[src/hdl/cfp_pkg.sv]
`default_nettype none
package cfp_pkg;

  localparam logic [7:0]  MIN_LEN       = 8'd3;
  localparam logic [15:0] CRC_INIT      = 16'hFFFF;
  localparam logic [15:0] CRC_POLY      = 16'hA001;
  localparam logic [7:0]  HEAD_RESET    = 8'd170;
  localparam logic [7:0]  TAIL_RESET    = 8'd85;
  localparam logic [15:0] TIMEOUT_RESET = 16'd300;

  localparam logic [1:0] REG_HEAD    = 2'd0;
  localparam logic [1:0] REG_TAIL    = 2'd1;
  localparam logic [1:0] REG_TIMEOUT = 2'd2;

  localparam logic OP_BYTE = 1'b0;
  localparam logic OP_TICK = 1'b1;

  typedef enum logic [2:0] {
    PH_HEAD, PH_LEN, PH_CMD, PH_VER, PH_DATA, PH_CRCH, PH_CRCL, PH_TAIL
  } phase_t;

  typedef enum logic [1:0] {
    KIND_PAYLOAD = 2'd0,
    KIND_ACCEPT  = 2'd1,
    KIND_DROP    = 2'd2
  } kind_t;

  typedef enum logic [2:0] {
    CAUSE_NONE    = 3'd0,
    CAUSE_BAD_LEN = 3'd1,
    CAUSE_CRC     = 3'd2,
    CAUSE_TAIL    = 3'd3,
    CAUSE_TIMEOUT = 3'd4
  } cause_t;

  typedef struct packed {
    logic [7:0]  head_byte;
    logic [7:0]  tail_byte;
    logic [15:0] timeout_ticks;
  } cfg_t;

  typedef struct packed {
    logic       valid;
    kind_t      kind;
    logic [7:0] payload_byte;
    logic [7:0] payload_index;
    logic [7:0] command_code;
    logic [7:0] version_code;
    logic [7:0] payload_length;
    cause_t     drop_cause;
  } res_t;

  function automatic logic [15:0] crc_add(input logic [15:0] crc, input logic [7:0] b);
    logic [15:0] c;
    c = crc ^ {8'h00, b};
    for (int i = 0; i < 8; i++) begin
      c = c[0] ? ((c >> 1) ^ CRC_POLY) : (c >> 1);
    end
    return c;
  endfunction

endpackage
`default_nettype wire

[src/hdl/crc_framed_command_parser.sv]
// channel  direction  handshake          payload
// in_      input      in_valid/in_stall  op, rx_byte
// out_     output     out_valid/out_stall kind, payload/frame fields, drop_cause
// cfg_     input      cfg_we             cfg_index, cfg_data
//
// One request per cycle while the result side is not stalled; a taken request is held in
// the input register, then the CRC byte update and phase step load the result register.
// Synchronous active-low reset: parser idle, waiting for head, registers at defaults.
// A stalled result holds; the input register keeps taking requests while the
// result register is free or being taken.
`default_nettype none
module crc_framed_command_parser
  import cfp_pkg::*;
(
  input  wire logic        clk,
  input  wire logic        rst_n,
  input  wire logic        in_valid,
  output logic             in_stall,
  input  wire logic        in_op,
  input  wire logic [7:0]  in_rx_byte,
  output logic             out_valid,
  input  wire logic        out_stall,
  output logic [1:0]       out_kind,
  output logic [7:0]       out_payload_byte,
  output logic [7:0]       out_payload_index,
  output logic [7:0]       out_command_code,
  output logic [7:0]       out_version_code,
  output logic [7:0]       out_payload_length,
  output logic [2:0]       out_drop_cause,
  input  wire logic        cfg_we,
  input  wire logic [1:0]  cfg_index,
  input  wire logic [15:0] cfg_data
);

  cfg_t cfg;
  res_t res;
  res_t res_r;

  logic       s1_v_r;
  logic       s1_op_r;
  logic [7:0] s1_byte_r;
  logic       out_free;
  logic       step_en;
  logic       in_take;

  assign out_free = !res_r.valid || !out_stall;
  assign step_en  = s1_v_r && out_free;
  assign in_stall = s1_v_r && !out_free;
  assign in_take  = in_valid && !in_stall;

  cfp_cfg_regs u_cfg (
    .clk       (clk),
    .rst_n     (rst_n),
    .cfg_we    (cfg_we),
    .cfg_index (cfg_index),
    .cfg_data  (cfg_data),
    .cfg       (cfg)
  );

  cfp_parser_core u_core (
    .clk     (clk),
    .rst_n   (rst_n),
    .step_en (step_en),
    .op      (s1_op_r),
    .rx_byte (s1_byte_r),
    .cfg     (cfg),
    .res     (res)
  );

  always_ff @(posedge clk) begin
    if (!rst_n) begin
      s1_v_r <= 1'b0;
    end else if (!in_stall) begin
      s1_v_r <= in_valid;
    end
  end

  always_ff @(posedge clk) begin
    if (in_take) begin
      s1_op_r   <= in_op;
      s1_byte_r <= in_rx_byte;
    end
  end

  always_ff @(posedge clk) begin
    if (!rst_n) begin
      res_r.valid <= 1'b0;
    end else if (out_free) begin
      res_r.valid <= step_en && res.valid;
    end
    if (step_en && res.valid) begin
      res_r.kind           <= res.kind;
      res_r.payload_byte   <= res.payload_byte;
      res_r.payload_index  <= res.payload_index;
      res_r.command_code   <= res.command_code;
      res_r.version_code   <= res.version_code;
      res_r.payload_length <= res.payload_length;
      res_r.drop_cause     <= res.drop_cause;
    end
  end

  assign out_valid          = res_r.valid;
  assign out_kind           = res_r.kind;
  assign out_payload_byte   = res_r.payload_byte;
  assign out_payload_index  = res_r.payload_index;
  assign out_command_code   = res_r.command_code;
  assign out_version_code   = res_r.version_code;
  assign out_payload_length = res_r.payload_length;
  assign out_drop_cause     = res_r.drop_cause;

`ifndef SYNTHESIS
  a_drop_has_cause: assert property (@(posedge clk) disable iff (!rst_n)
    (out_valid && out_kind == KIND_DROP) |->
      (out_drop_cause == CAUSE_BAD_LEN || out_drop_cause == CAUSE_CRC ||
       out_drop_cause == CAUSE_TAIL || out_drop_cause == CAUSE_TIMEOUT))
    else $error("drop without cause");

  a_accept_clean: assert property (@(posedge clk) disable iff (!rst_n)
    (out_valid && out_kind == KIND_ACCEPT) |->
      (out_drop_cause == CAUSE_NONE && out_payload_byte == 8'd0 &&
       out_payload_index == 8'd0))
    else $error("accept carries stray fields");

  a_payload_clean: assert property (@(posedge clk) disable iff (!rst_n)
    (out_valid && out_kind == KIND_PAYLOAD) |->
      (out_drop_cause == CAUSE_NONE && out_payload_length == 8'd0 &&
       out_command_code == 8'd0))
    else $error("payload carries stray fields");

  a_step_when_stalled: assert property (@(posedge clk) disable iff (!rst_n)
    in_stall |=> s1_v_r)
    else $error("input register lost a request");
`endif

endmodule
`default_nettype wire

[src/hdl/cfp_cfg_regs.sv]
`default_nettype none
module cfp_cfg_regs
  import cfp_pkg::*;
(
  input  wire logic        clk,
  input  wire logic        rst_n,
  input  wire logic        cfg_we,
  input  wire logic [1:0]  cfg_index,
  input  wire logic [15:0] cfg_data,
  output cfg_t             cfg
);

  cfg_t cfg_r;
  cfg_t cfg_nxt;

  always_comb begin
    cfg_nxt = cfg_r;
    if (cfg_we) begin
      unique case (cfg_index)
        REG_HEAD:    cfg_nxt.head_byte     = cfg_data[7:0];
        REG_TAIL:    cfg_nxt.tail_byte     = cfg_data[7:0];
        REG_TIMEOUT: cfg_nxt.timeout_ticks = cfg_data;
        default:     cfg_nxt = cfg_r;
      endcase
    end
  end

  always_ff @(posedge clk) begin
    if (!rst_n) begin
      cfg_r.head_byte     <= HEAD_RESET;
      cfg_r.tail_byte     <= TAIL_RESET;
      cfg_r.timeout_ticks <= TIMEOUT_RESET;
    end else begin
      cfg_r <= cfg_nxt;
    end
  end

  assign cfg = cfg_r;

endmodule
`default_nettype wire

[src/hdl/cfp_parser_core.sv]
`default_nettype none
module cfp_parser_core
  import cfp_pkg::*;
(
  input  wire logic       clk,
  input  wire logic       rst_n,
  input  wire logic       step_en,
  input  wire logic       op,
  input  wire logic [7:0] rx_byte,
  input  wire cfg_t       cfg,
  output res_t            res
);

  phase_t      phase_r,    phase_nxt;
  logic [7:0]  length_r,   length_nxt;
  logic [7:0]  left_r,     left_nxt;
  logic [7:0]  index_r,    index_nxt;
  logic [7:0]  cmd_r,      cmd_nxt;
  logic [7:0]  ver_r,      ver_nxt;
  logic [15:0] crc_r,      crc_nxt;
  logic [15:0] idle_r,     idle_nxt;
  logic        timer_on_r, timer_on_nxt;

  logic [15:0] crc_upd;
  logic [15:0] idle_inc;
  logic [7:0]  left_dec;

  assign crc_upd  = crc_add((phase_r == PH_HEAD) ? CRC_INIT : crc_r, rx_byte);
  assign idle_inc = idle_r + 16'd1;
  assign left_dec = left_r - 8'd1;

  always_comb begin
    phase_nxt    = phase_r;
    length_nxt   = length_r;
    left_nxt     = left_r;
    index_nxt    = index_r;
    cmd_nxt      = cmd_r;
    ver_nxt      = ver_r;
    crc_nxt      = crc_r;
    idle_nxt     = idle_r;
    timer_on_nxt = timer_on_r;
    res          = '0;
    res.kind     = KIND_PAYLOAD;
    res.drop_cause = CAUSE_NONE;

    if (op == OP_TICK) begin
      if (timer_on_r) begin
        idle_nxt = idle_inc;
        if (idle_inc >= cfg.timeout_ticks) begin
          idle_nxt     = '0;
          timer_on_nxt = 1'b0;
          if (phase_r != PH_HEAD) begin
            phase_nxt      = PH_HEAD;
            res.valid      = 1'b1;
            res.kind       = KIND_DROP;
            res.drop_cause = CAUSE_TIMEOUT;
          end
        end
      end
    end else begin
      timer_on_nxt = 1'b1;
      idle_nxt     = '0;
      unique case (phase_r)
        PH_HEAD: begin
          length_nxt = '0;
          index_nxt  = '0;
          left_nxt   = '0;
          if (rx_byte == cfg.head_byte) begin
            crc_nxt   = crc_upd;
            phase_nxt = PH_LEN;
          end
        end
        PH_LEN: begin
          if (rx_byte < MIN_LEN) begin
            phase_nxt      = PH_HEAD;
            res.valid      = 1'b1;
            res.kind       = KIND_DROP;
            res.drop_cause = CAUSE_BAD_LEN;
          end else begin
            length_nxt = rx_byte;
            left_nxt   = rx_byte - MIN_LEN;
            crc_nxt    = crc_upd;
            phase_nxt  = PH_CMD;
          end
        end
        PH_CMD: begin
          cmd_nxt   = rx_byte;
          crc_nxt   = crc_upd;
          phase_nxt = PH_VER;
        end
        PH_VER: begin
          ver_nxt   = rx_byte;
          crc_nxt   = crc_upd;
          phase_nxt = (left_r == 8'd0) ? PH_CRCH : PH_DATA;
        end
        PH_DATA: begin
          res.valid         = 1'b1;
          res.kind          = KIND_PAYLOAD;
          res.payload_byte  = rx_byte;
          res.payload_index = index_r;
          index_nxt         = index_r + 8'd1;
          crc_nxt           = crc_upd;
          left_nxt          = left_dec;
          if (left_dec == 8'd0) begin
            phase_nxt = PH_CRCH;
          end
        end
        PH_CRCH: begin
          if (rx_byte != crc_r[15:8]) begin
            phase_nxt      = PH_HEAD;
            res.valid      = 1'b1;
            res.kind       = KIND_DROP;
            res.drop_cause = CAUSE_CRC;
          end else begin
            phase_nxt = PH_CRCL;
          end
        end
        PH_CRCL: begin
          if (rx_byte != crc_r[7:0]) begin
            phase_nxt      = PH_HEAD;
            res.valid      = 1'b1;
            res.kind       = KIND_DROP;
            res.drop_cause = CAUSE_CRC;
          end else begin
            phase_nxt = PH_TAIL;
          end
        end
        PH_TAIL: begin
          phase_nxt = PH_HEAD;
          res.valid = 1'b1;
          if (rx_byte != cfg.tail_byte) begin
            res.kind       = KIND_DROP;
            res.drop_cause = CAUSE_TAIL;
          end else begin
            timer_on_nxt       = 1'b0;
            res.kind           = KIND_ACCEPT;
            res.command_code   = cmd_r;
            res.version_code   = ver_r;
            res.payload_length = length_r - MIN_LEN;
          end
        end
        default: phase_nxt = PH_HEAD;
      endcase
    end
  end

  always_ff @(posedge clk) begin
    if (!rst_n) begin
      phase_r    <= PH_HEAD;
      length_r   <= '0;
      left_r     <= '0;
      index_r    <= '0;
      cmd_r      <= '0;
      ver_r      <= '0;
      crc_r      <= CRC_INIT;
      idle_r     <= '0;
      timer_on_r <= 1'b0;
    end else if (step_en) begin
      phase_r    <= phase_nxt;
      length_r   <= length_nxt;
      left_r     <= left_nxt;
      index_r    <= index_nxt;
      cmd_r      <= cmd_nxt;
      ver_r      <= ver_nxt;
      crc_r      <= crc_nxt;
      idle_r     <= idle_nxt;
      timer_on_r <= timer_on_nxt;
    end
  end

endmodule
`default_nettype wire

[config.mk]
export PLATFORM = sky130hd
export DESIGN_NAME = crc_framed_command_parser
export DESIGN_NICKNAME = d
export VERILOG_FILES = /design/src/hdl/cfp_pkg.sv /design/src/hdl/crc_framed_command_parser.sv /design/src/hdl/cfp_cfg_regs.sv /design/src/hdl/cfp_parser_core.sv
export SDC_FILE = /design/constraint.sdc
export NUM_CORES = 1
export LEC_CHECK = 0
export BUFFER_PORTS_ARGS = -buffer_cell sky130_fd_sc_hd__buf_4
export CORE_AREA = 2 2 156 158
export CTS_BUF_LIST = sky130_fd_sc_hd__clkbuf_4
export CTS_CLUSTER_DIAMETER = 120
export DETAILED_ROUTE_END_ITERATION = 16
export DIE_AREA = 0 0 158 160
export HOLD_SLACK_MARGIN = 0.05
export PLACE_DENSITY = 0.6
export SKIP_CTS_REPAIR_TIMING = 1
export SYNTH_ARGS = -nofsm -noshare
export SYNTH_HDL_FRONTEND = slang
export SYNTH_SLANG_ARGS = --single-unit
export TNS_END_PERCENT = 20
[constraint.sdc]
create_clock -name clk -period 18.06 [get_ports clk]
set_clock_uncertainty 0.15 [all_clocks]
set_input_delay 0 -clock clk [delete_from_list [all_inputs] [get_ports clk]]
set_output_delay 0 -clock clk [all_outputs]
set_load 0.005 [all_outputs]
# Yosys cells after proc, flatten, opt, wreduce, memory -nomap -nowiden
# Index checks and enable logic that the tools add are counted.
# op_classes
n_lt_le_gt_ge	2
add_sub_neg	5
n_reduce_logical	32
n_mux	54
bitwise	12
eq_ne	20
# ops
cell	n
16-bit two-way mux	14
3-bit two-way mux	19
16-bit case mux with 3 select lines	1
8-bit case mux with 2 select lines	2
8-bit != test	3
2-bit inverter with 3-bit output	8
3-bit case mux with 8 select lines	1
8-bit case mux with 3 select lines	1
16-bit by 1-bit adder with 16-bit output, second input constant	1
16-bit greater-or-equal comparator	1
8-bit zero test	2
8-bit two-way mux	2
8-bit by 2-bit subtractor with 8-bit output, second input constant	2
16-bit by 8-bit XOR with 16-bit output	1
3-bit case mux with 5 select lines	1
3-bit == test, second input constant	4
3-bit case mux with 4 select lines	1
2-bit two-way mux	5
3-bit AND reduction	3
3-bit nonzero test	3
8-bit by 1-bit adder with 8-bit output, second input constant	1
8-bit == test	1
8-bit by 2-bit less-than comparator with 1-bit output, second input constant	1
2-bit AND reduction	4
22 further kinds	43
# totals
out_inout_bits	47
elab_cells	148
ff_bits	164
in_bits	32

# Logic depth before layout (Yosys ltp)
# Gate-level depths: netlist of run 1.
# logic_depth
ltp_word	21
depth_mapped	14
depth_no_buf	13

# Hierarchy
# Synthesis of run 1 repeated with hierarchy kept, for this count alone.
# hier_totals
hier_cells	838
area_unflattened_um2	8335.5
# modules_own_cells
mod	instances	seq_area_each_um2	cells_each	area_each_um2
cfp_parser_core	1	1521.5	636	5281.3
crc_framed_command_parser	1	1661.6	64	1712.9
cfp_cfg_regs	1	640.6	138	1341.3

# Worst setup path after synthesis of run 1
# OpenSTA, ideal clock, no wires.
# synth_timing
path_type	register -> register
startpoint	register u_core.idle_r[0]
endpoint	register res_r (netlist bit out_command_code[0]) (enable)
setup_time_ns	0.462
stages_incl_launch_ff	15
synth_period_minus_slack_ns	5.645
required_ns	17.448
arrival_ns	5.033
path_slack_ns	12.415
n_path_buf	2
path_cell_list	dfxtp_1 ha_1 and3_1 clkbuf_1 and3_1 nand3_1 xnor2_1 ha_1 nand4_1 nor2_1 o21ai_0 o21a_1 clkbuf_1 or3_1 a21oi_1
# synth_via
elab_chain_len	6
# synth_lines
element	line_no	rtl
start: declaration	cfp_parser_core.sv:21	logic [15:0] idle_r, idle_nxt;
start signal: assignment	cfp_parser_core.sv:166	idle_r <= idle_nxt;
16-bit by 1-bit adder with 16-bit output	cfp_parser_core.sv:29	assign idle_inc = idle_r + 16'd1;
16-bit greater-or-equal comparator	cfp_parser_core.sv:49	if (idle_inc >= cfg.timeout_ticks) begin
3-bit two-way mux	cfp_parser_core.sv:49	
3-bit two-way mux	cfp_parser_core.sv:47	if (timer_on_r) begin
3-bit two-way mux	cfp_parser_core.sv:46	if (op == OP_TICK) begin
1-bit logical AND	crc_framed_command_parser.sv:91	if (step_en && res.valid) begin
end: declaration	crc_framed_command_parser.sv:37	res_t res_r;
# No other way between the ends.
# A chain may end at the register's enable or synchronous reset.

# Worst setup path after layout of run 1
# layout_timing
startpoint	register u_core.idle_r[0]
endpoint	register res_r (netlist bit out_payload_length[7]) (enable)
# The elaborated chain is that of the path after synthesis.

==> results of run 1 <==
[cell families (layout without fill, tap and decap cells)]
group,after synthesis,after routing,synth area share
other,0,1,0
buffers and inverters,81,226,0.0410
AO/OA/AOI/OAI,128,128,0.106
multiplexers,45,45,0.0553
flip-flops,164,164,0.469
XOR/XNOR,98,98,0.111
AND/OR/NAND/NOR,311,311,0.185
adder cells (fa/ha/maj),22,22,0.0338
[power groups by stage]
stage | Sequential [W] | Clock (W) | Combinational, W
4_1_cts | 0.000390 | 0.000217 | 0.0000615
3_5_place_dp | 0.000399 | 0 | 0.0000613
3_3_place_gp | 0.000398 | 0 | 0.0000610
6_report | 0.000391 | 0.000210 | 0.0000730
2_1_floorplan | 0.000394 | 0 | 0.0000459
5_1_grt | 0.000391 | 0.000233 | 0.0000799
[placed cells by master, fill, tap and decap left out, types with 3 or more instances in the layout]
cell type	count
sky130_fd_sc_hd__nand3_1	21
sky130_fd_sc_hd__nor2_1	96
sky130_fd_sc_hd__xnor2_1	72
sky130_fd_sc_hd__inv_2	4
sky130_fd_sc_hd__nor2b_1	5
sky130_fd_sc_hd__clkbuf_4	17
sky130_fd_sc_hd__inv_6	4
sky130_fd_sc_hd__a21oi_1	40
sky130_fd_sc_hd__o22ai_1	3
sky130_fd_sc_hd__dfxtp_1	110
sky130_fd_sc_hd__edfxtp_1	54
sky130_fd_sc_hd__o32ai_1	7
sky130_fd_sc_hd__mux2i_1	45
sky130_fd_sc_hd__a2bb2oi_1	3
sky130_fd_sc_hd__buf_4	88
sky130_fd_sc_hd__a22oi_1	14
sky130_fd_sc_hd__and2_1	36
sky130_fd_sc_hd__inv_8	4
sky130_fd_sc_hd__a22o_1	4
sky130_fd_sc_hd__o21ai_1	18
sky130_fd_sc_hd__nor3_1	9
sky130_fd_sc_hd__o41ai_1	3
sky130_fd_sc_hd__ha_1	22
sky130_fd_sc_hd__nand4_1	14
sky130_fd_sc_hd__nor4_1	4
sky130_fd_sc_hd__o211ai_1	5
sky130_fd_sc_hd__dlygate4sd3_1	78
sky130_fd_sc_hd__inv_1	24
sky130_fd_sc_hd__nor3b_1	8
sky130_fd_sc_hd__nand2b_1	5
sky130_fd_sc_hd__nand2_1	87
sky130_fd_sc_hd__a21o_1	7
sky130_fd_sc_hd__and3_1	8
sky130_fd_sc_hd__clkinv_4	3
sky130_fd_sc_hd__xor2_1	23
sky130_fd_sc_hd__or3_1	4
sky130_fd_sc_hd__o21a_1	4
[state kept, by name, indices dropped and copies added (netlist names), 8 cells and up]
signal              flops
out_payload_byte        8
u_core.ver_r            8
out_payload_index       8
u_core.length_r         8
u_core.index_r          8
u_core.idle_r          16
out_version_code        8
u_core.crc_r           16
u_core.left_r           8
u_core.cmd_r            8
out_command_code        8
s1_byte_r               8
u_cfg.cfg              32
out_payload_length      8
[metrics by stage]
| step | setup WS, ps | hold WS, ps | power (W) |
|---|---|---|---|
| 2_1_floorplan | 12410 | -51.1 | 0.000440 |
| 3_3_place_gp | 13890 | 29.1 | 0.000459 |
| 3_5_place_dp | 13830 | 29.4 | 0.000460 |
| 4_1_cts | 13800 | -608 | 0.000669 |
| 5_1_grt | 13560 | 53.2 | 0.000704 |
| 6_report | 13790 | 77.3 | 0.000674 |
[critical path, delay by kind of cell (launching register included)]
family,cells,cell delay (ps)
AO/OA/AOI/OAI,3,590
XOR/XNOR,1,160
adder cells (fa/ha/maj),2,580
buffers and inverters,1,480
flip-flops,1,420
AND/OR/NAND/NOR,6,1500
[routing by layer]
metal	wire (um)	vias to the layer above
li1	-	3201
met1	9100	2995
met2	8930	139
met3	747	20
met4	288	0
met5	0	-
[cell type report]
cell class / count / area (um2) / area share
repair buffers: 166 / 1440 / 0.143
clock buffers: 17 / 128 / 0.0127
multi-input cells: 604 / 4000 / 0.398
flip-flops and latches: 164 / 3820 / 0.381
clock inverters: 15 / 139 / 0.0138
diodes: 1 / 2.50 / 0.000249
well taps: 324 / 405 / 0.0403
inverters: 28 / 105 / 0.0105
[path summary, 6_finish.rpt]
check	start	to	slack [ps]
setup reg to reg	u_core.idle_r[0]$_SDFFE_PN0P_	out_payload_length[7]$_SDFFCE_PP0P_	13790
hold reg to reg	u_cfg.cfg[6]$_SDFFE_PN0P_	u_cfg.cfg[6]$_SDFFE_PN0P_	320
setup / recovery	u_core.idle_r[0]$_SDFFE_PN0P_	out_payload_length[7]$_SDFFCE_PP0P_	13790
hold / removal	cfg_data[3]	u_cfg.cfg[3]$_SDFFE_PN1P_	80
==> reports/qor.txt, run 1 <==
==================================================================================================
CTS tree                                                                                      done
Insertion delay to the later sink of the worst-skew pair                                    580 ps
Flip-flop and latch count after synthesis                                                      164
Port Buf Inserts                                                                                78
Path class of the lowest-slack min-delay path                                               in2reg
Clock tree buffer depth                                                                          2
Portion of total power attributed to combinational logic                                     0.108
Headroom to the max-slew limit                                                               0.384
Post-Layout Inst Area                                                                    10000 um2
Mean instance size in the synthesized netlist                                             9.60 um2
Post-route DRC violation count                                                                   0
First DRT Iteration DRCs                                                                       339
Fmax achieved                                                                              234 MHz
Detail-routed via count per cell                                                              4.82
Final GP Congestion                                                                          0.851
Max-cap violations                                                                               0
Number of flops mapped to enable cells by yosys                                                 54
PwrDens                                                                                67.0 nW/um2
Sequential fraction of the synthesis area                                                    0.469
Most used routing layer                                                                       met2
DIE AREA                                                                                 25300 um2
Crit path DAT                                                                              4340 ps
Filler cells                                                                                  2367
WL final                                                                                  19100 um
Pleak                                                                                      3.69 nW
Post-synth top cells                                                                  sky130_fd_sc_hd__dfxtp_1 (110), sky130_fd_sc_hd__nor2_1 (96), sky130_fd_sc_hd__nand2_1 (87), sky130_fd_sc_hd__xnor2_1 (72), sky130_fd_sc_hd__edfxtp_1 (54)
Hold Path Cell Cnt                                                                               4
Ratio of final minimum period to clock period                                                0.236
Leading cell types by total area after synthesis                                      sky130_fd_sc_hd__dfxtp_1 (27%), sky130_fd_sc_hd__edfxtp_1 (20%), sky130_fd_sc_hd__xnor2_1 (7.7%)
CTS Sinks                                                                                      164
Cell with the most instances after synthesis                                          sky130_fd_sc_hd__dfxtp_1
Post-detailed-placement cell area                                                         9000 um2
Site Rows                                                                                       57
Switching power                                                                         0.000192 W
Cell-by-cell listing of the critical path                                             ha_1 -> and3_1 -> and3_1 -> nand3_1 -> xnor2_1 -> ha_1 -> nand4_1 -> nor2_1 -> o21ai_0 -> o21a_1 -> or3_1 -> a21oi_4 -> buf_4
Share of flip-flops with an asynchronous set or reset after synthesis                            0
Total count of max-transition violations in the final report                                     0
Yosys top cell by area                                                                sky130_fd_sc_hd__dfxtp_1
Die Height                                                                                  160 um
Global-route wire length before repair                                                    29700 um
Run status                                                                            finished clean
Endpoints failing hold                                                                           0
Type of the worst setup path                                                               reg2reg
GR met1 Demand/Resource                                                                      0.205
Net switching fraction of the power                                                          0.285
Number of instances in the synthesized netlist                                                 849
Required time of the critical path                                                        18130 ps
Met3 track demand over resource in global routing                                           0.0293
Post-Synthesis Net Count                                                                       903
Netlist area before placement                                                             8150 um2
Most frequently used flop master after synthesis                                      sky130_fd_sc_hd__dfxtp_1
Fin Setup TNS                                                                                 0 ps
Area growth from synthesis to final layout                                                   23.3%
Worst stage delay on the critical path                                                      540 ps
Slowest cell on the critical path                                                     sky130_fd_sc_hd__or3_1
I/O pin count                                                                                   79
Core Util, Final                                                                             0.422
Endpoint class of the critical path                                                      flip-flop
Met2 track demand over resource                                                              0.236
Setup repair after global routing missed its margin                                          false
# H-tree levels                                                                                  4
Time the worst path needs with I/O delays and setup                                        4270 ps
Via count of the first global-routing pass                                                    5818
Share of cells above drive strength 1                                                        0.136
Proportion of netlist area held by the largest area contributor                              0.270
First-pass DRT Iterations                                                                        4
Worst Tran Pin Value                                                                        921 ps
Std-Cell Core Area                                                                       23800 um2
Number of warnings reported in the yosys synthesis log                                           0
Worst voltage drop across the vdd grid                                                 0.0000682 V
Clock transition time at the flip-flop clock pins of the worst setup and hold paths         150 ps
Non-filler instance count after layout                                                        1319
Internal cell power                                                                     0.000482 W
Proportion of power drawn by the clock network                                               0.312
Tot GR Track Use                                                                             0.149
Number of vias in the routed layout                                                           6355
CP Max Fanout                                                                                   45
Setup violations, final                                                                          0
Number of antenna violations at the first check in global routing                                1
Number of placed instances with taps included                                                 1208
Pin count of the biggest net entering global routing                                            49
Setup crit start kind                                                                    flip-flop
Root buf cell                                                                         sky130_fd_sc_hd__clkbuf_4
Number of cells on the worst reg-to-reg path                                                    13
Cts bufs inserted                                                                               17
Detail Placement HPWL                                                                     12400 um
Fin nets                                                                                      1035
Routed wire length per instance                                                            14.5 um
Aggregate global routing overflow                                                                0
Final antenna-violating net count                                                                0
Starting utilization of the core area                                                        0.342
Netlist cell types                                                                              62
Sequential Power Share                                                                       0.580
Die width                                                                                   158 um
==================================================================================================
(Power assumes the default switching activity.)
==> inputs of run 2 (changes only) <==
PLACE_DENSITY = 0.62   (was 0.6)
clock period = 3.8 ns   (was 18.06 ns; I/O delays follow)
==> run 2 against run 1 <==
Critical path depth rose by 1. Sequential share of layout area barely moved. Worst setup slack got worse by 13000 ps. Utilization barely moved. Wire length rose by 0.94%. Non-clock buffer count fell by 3. Design area barely moved. First-iteration DRC count fell by 1.5%. Via count rose by 0.82%.
==> reports/qor.txt, run 2 (synthesized netlist as in run 1, its figures left out) <==
==================================================================================================
Run status                                                                            finished clean
Final GP Congestion                                                                          0.880
Setup crit start kind                                                                    flip-flop
Ratio of final minimum period to clock period                                                0.917
Area of the multi-input gates                                                             4040 um2
Detail Placement HPWL                                                                     13000 um
Insertion delay to the later sink of the worst-skew pair                                    580 ps
Aggregate global routing overflow                                                                0
Final antenna-violating net count                                                                0
Number of antenna violations at the first check in global routing                                1
Max-cap violations                                                                               0
Post-route DRC violation count                                                                   0
Routed wire length per instance                                                            14.6 um
Fin nets                                                                                      1032
Worst stage delay on the critical path                                                      390 ps
CTS Sinks                                                                                      164
Pleak                                                                                      3.69 nW
Worst Tran Pin Value                                                                        931 ps
Post-Place Setup Slack                                                                      315 ps
Tot GR Track Use                                                                             0.152
Slowest cell on the critical path                                                     sky130_fd_sc_hd__dfxtp_1
Non-filler instance count after layout                                                        1316
Origin of the worst setup path                                                        u_core.idle_r[4]$_SDFFE_PN0P_
Root buf cell                                                                         sky130_fd_sc_hd__clkbuf_4
Site Rows                                                                                       57
PwrDens                                                                                 321 nW/um2
Port Buf Inserts                                                                                78
Type of the worst setup path                                                               reg2reg
I/O pin count                                                                                   79
Required time of the critical path                                                         3910 ps
Setup violations, final                                                                          0
# H-tree levels                                                                                  4
Filler cells                                                                                  2400
Crit path DAT                                                                              3600 ps
Time the worst path needs with I/O delays and setup                                        3480 ps
Number of vias in the routed layout                                                           6407
Std-Cell Core Area                                                                       23800 um2
Worst voltage drop across the vdd grid                                                  0.000163 V
Commonest cells after routing, fill and taps aside                                    sky130_fd_sc_hd__dfxtp_1 (106), sky130_fd_sc_hd__nor2_1 (96), sky130_fd_sc_hd__buf_4 (95)
Source of the worst register-to-register timing path                                  u_core.idle_r[4]$_SDFFE_PN0P_
Clock transition time at the flip-flop clock pins of the worst setup and hold paths         170 ps
Worst Hold Launch                                                                      cfg_data[6]
Starting utilization of the core area                                                        0.342
Path class of the lowest-slack min-delay path                                               in2reg
Total count of max-transition violations in the final report                                     0
Detail-routed via count per cell                                                              4.87
Cell family contributing the most delay on the critical path                          simple AND/OR/NAND/NOR gates
CTS tree                                                                                      done
Die width                                                                                   158 um
Endpoint class of the critical path                                                      flip-flop
Headroom to the max-slew limit                                                               0.379
Number of buffers and inverters on the critical path                                             1
Cell-by-cell listing of the critical path                                             and3_4 -> and3_1 -> and2_1 -> nand4_1 -> nor2_1 -> xor2_1 -> ha_1 -> nand4_1 -> nor2_1 -> o21ai_1 -> o21a_1 -> or3_4 -> a21oi_4 -> buf_12
Clock tree buffer depth                                                                          2
FF/Latch Area                                                                             3830 um2
Fin Setup TNS                                                                                 0 ps
Core Util, Final                                                                             0.422
Area growth from synthesis to final layout                                                   23.4%
Number of flip-flops in the largest register                                                    32
Setup repair after global routing missed its margin                                          false
Global-route wire length before repair                                                    30200 um
Fmax achieved                                                                              287 MHz
WL final                                                                                  19200 um
Cts bufs inserted                                                                               17
Leading cell type in the layout, fill and taps excluded                               sky130_fd_sc_hd__dfxtp_1
Final Worst Setup Slack                                                                     316 ps
Die Height                                                                                  160 um
CP Max Fanout                                                                                   45
Number of placed instances with taps included                                                 1216
First DRT Iteration DRCs                                                                       334
Overall power after layout                                                               0.00322 W
DIE AREA                                                                                 25300 um2
First-pass DRT Iterations                                                                        4
Via count of the first global-routing pass                                                    5881
Pin count of the biggest net entering global routing                                            47
Share of cells above drive strength 1                                                        0.153
Endpoints failing hold                                                                           0
==================================================================================================
==> run 2: cell count changes in the layout (fill, tap and decap cells not counted), sizes merged <==
cell / before / now
clkbuf: 17 / 18
dlygate4sd3: 78 / 67
bufinv: 0 / 1
buf: 88 / 96
clkinv: 6 / 4
==> run 2: path summary, 6_finish.rpt <==
path,cells after the start,slack (ps),endpoint
worst max-delay path,14,320,out_payload_index[4]$_SDFFCE_PN0P_
worst min-delay path,4,70,u_cfg.cfg[22]$_SDFFE_PN1P_
worst max register to register,14,320,out_payload_index[4]$_SDFFCE_PN0P_
worst min register to register,2,320,u_cfg.cfg[1]$_SDFFE_PN0P_
==> run 2: through the flow <==
step,area (um2),hold slack [ps]
final,10100,66.7
after global routing,10100,64.4
after CTS,9380,-615
after detailed placement,9110,30.0
after global placement,9110,29.4
after floorplan,8210,-51.1
==> run 2: layout make-up <==
cell class | count | share of cell area
Sequential cell | 164 | 0.381
Inverter | 28 | 0.0105
Multi-Input combinational cell | 604 | 0.401
Clock buffer | 18 | 0.0134
Clock inverter | 14 | 0.0138
Timing Repair Buffer | 163 | 0.140
Tap cell | 324 | 0.0403
Antenna cell | 1 | 0.000249
==> run 2: worst reg2reg max path, stage by stage, from the launching register on <==
cell	delay, ps
sky130_fd_sc_hd__dfxtp_1	390
sky130_fd_sc_hd__and3_4	200
sky130_fd_sc_hd__and3_1	220
sky130_fd_sc_hd__and2_1	180
sky130_fd_sc_hd__nand4_1	170
sky130_fd_sc_hd__nor2_1	150
sky130_fd_sc_hd__xor2_1	100
sky130_fd_sc_hd__ha_1	300
sky130_fd_sc_hd__nand4_1	120
sky130_fd_sc_hd__nor2_1	110
sky130_fd_sc_hd__o21ai_1	90
sky130_fd_sc_hd__o21a_1	190
sky130_fd_sc_hd__or3_4	380
sky130_fd_sc_hd__a21oi_4	180
sky130_fd_sc_hd__buf_12	260
==> run 2: per-layer routing <==
layer | GRT usage | part of all wire | wire length (um)
met5 | 0 | 0 | 0
met4 | 0.0418 | 0.013 | 249
met3 | 0.0380 | 0.054 | 1040
met2 | 0.235 | 0.47 | 9070
met1 | 0.210 | 0.46 | 8880
==> run 2: power by group <==
group / internal [W] / switching, W / total, W
Sequential: 0.00182 / 0.0000401 / 0.00186
Combinational: 0.000173 / 0.000166 / 0.000339
Clock: 0.000352 / 0.000669 / 0.00102
Total: 0.00235 / 0.000875 / 0.00322
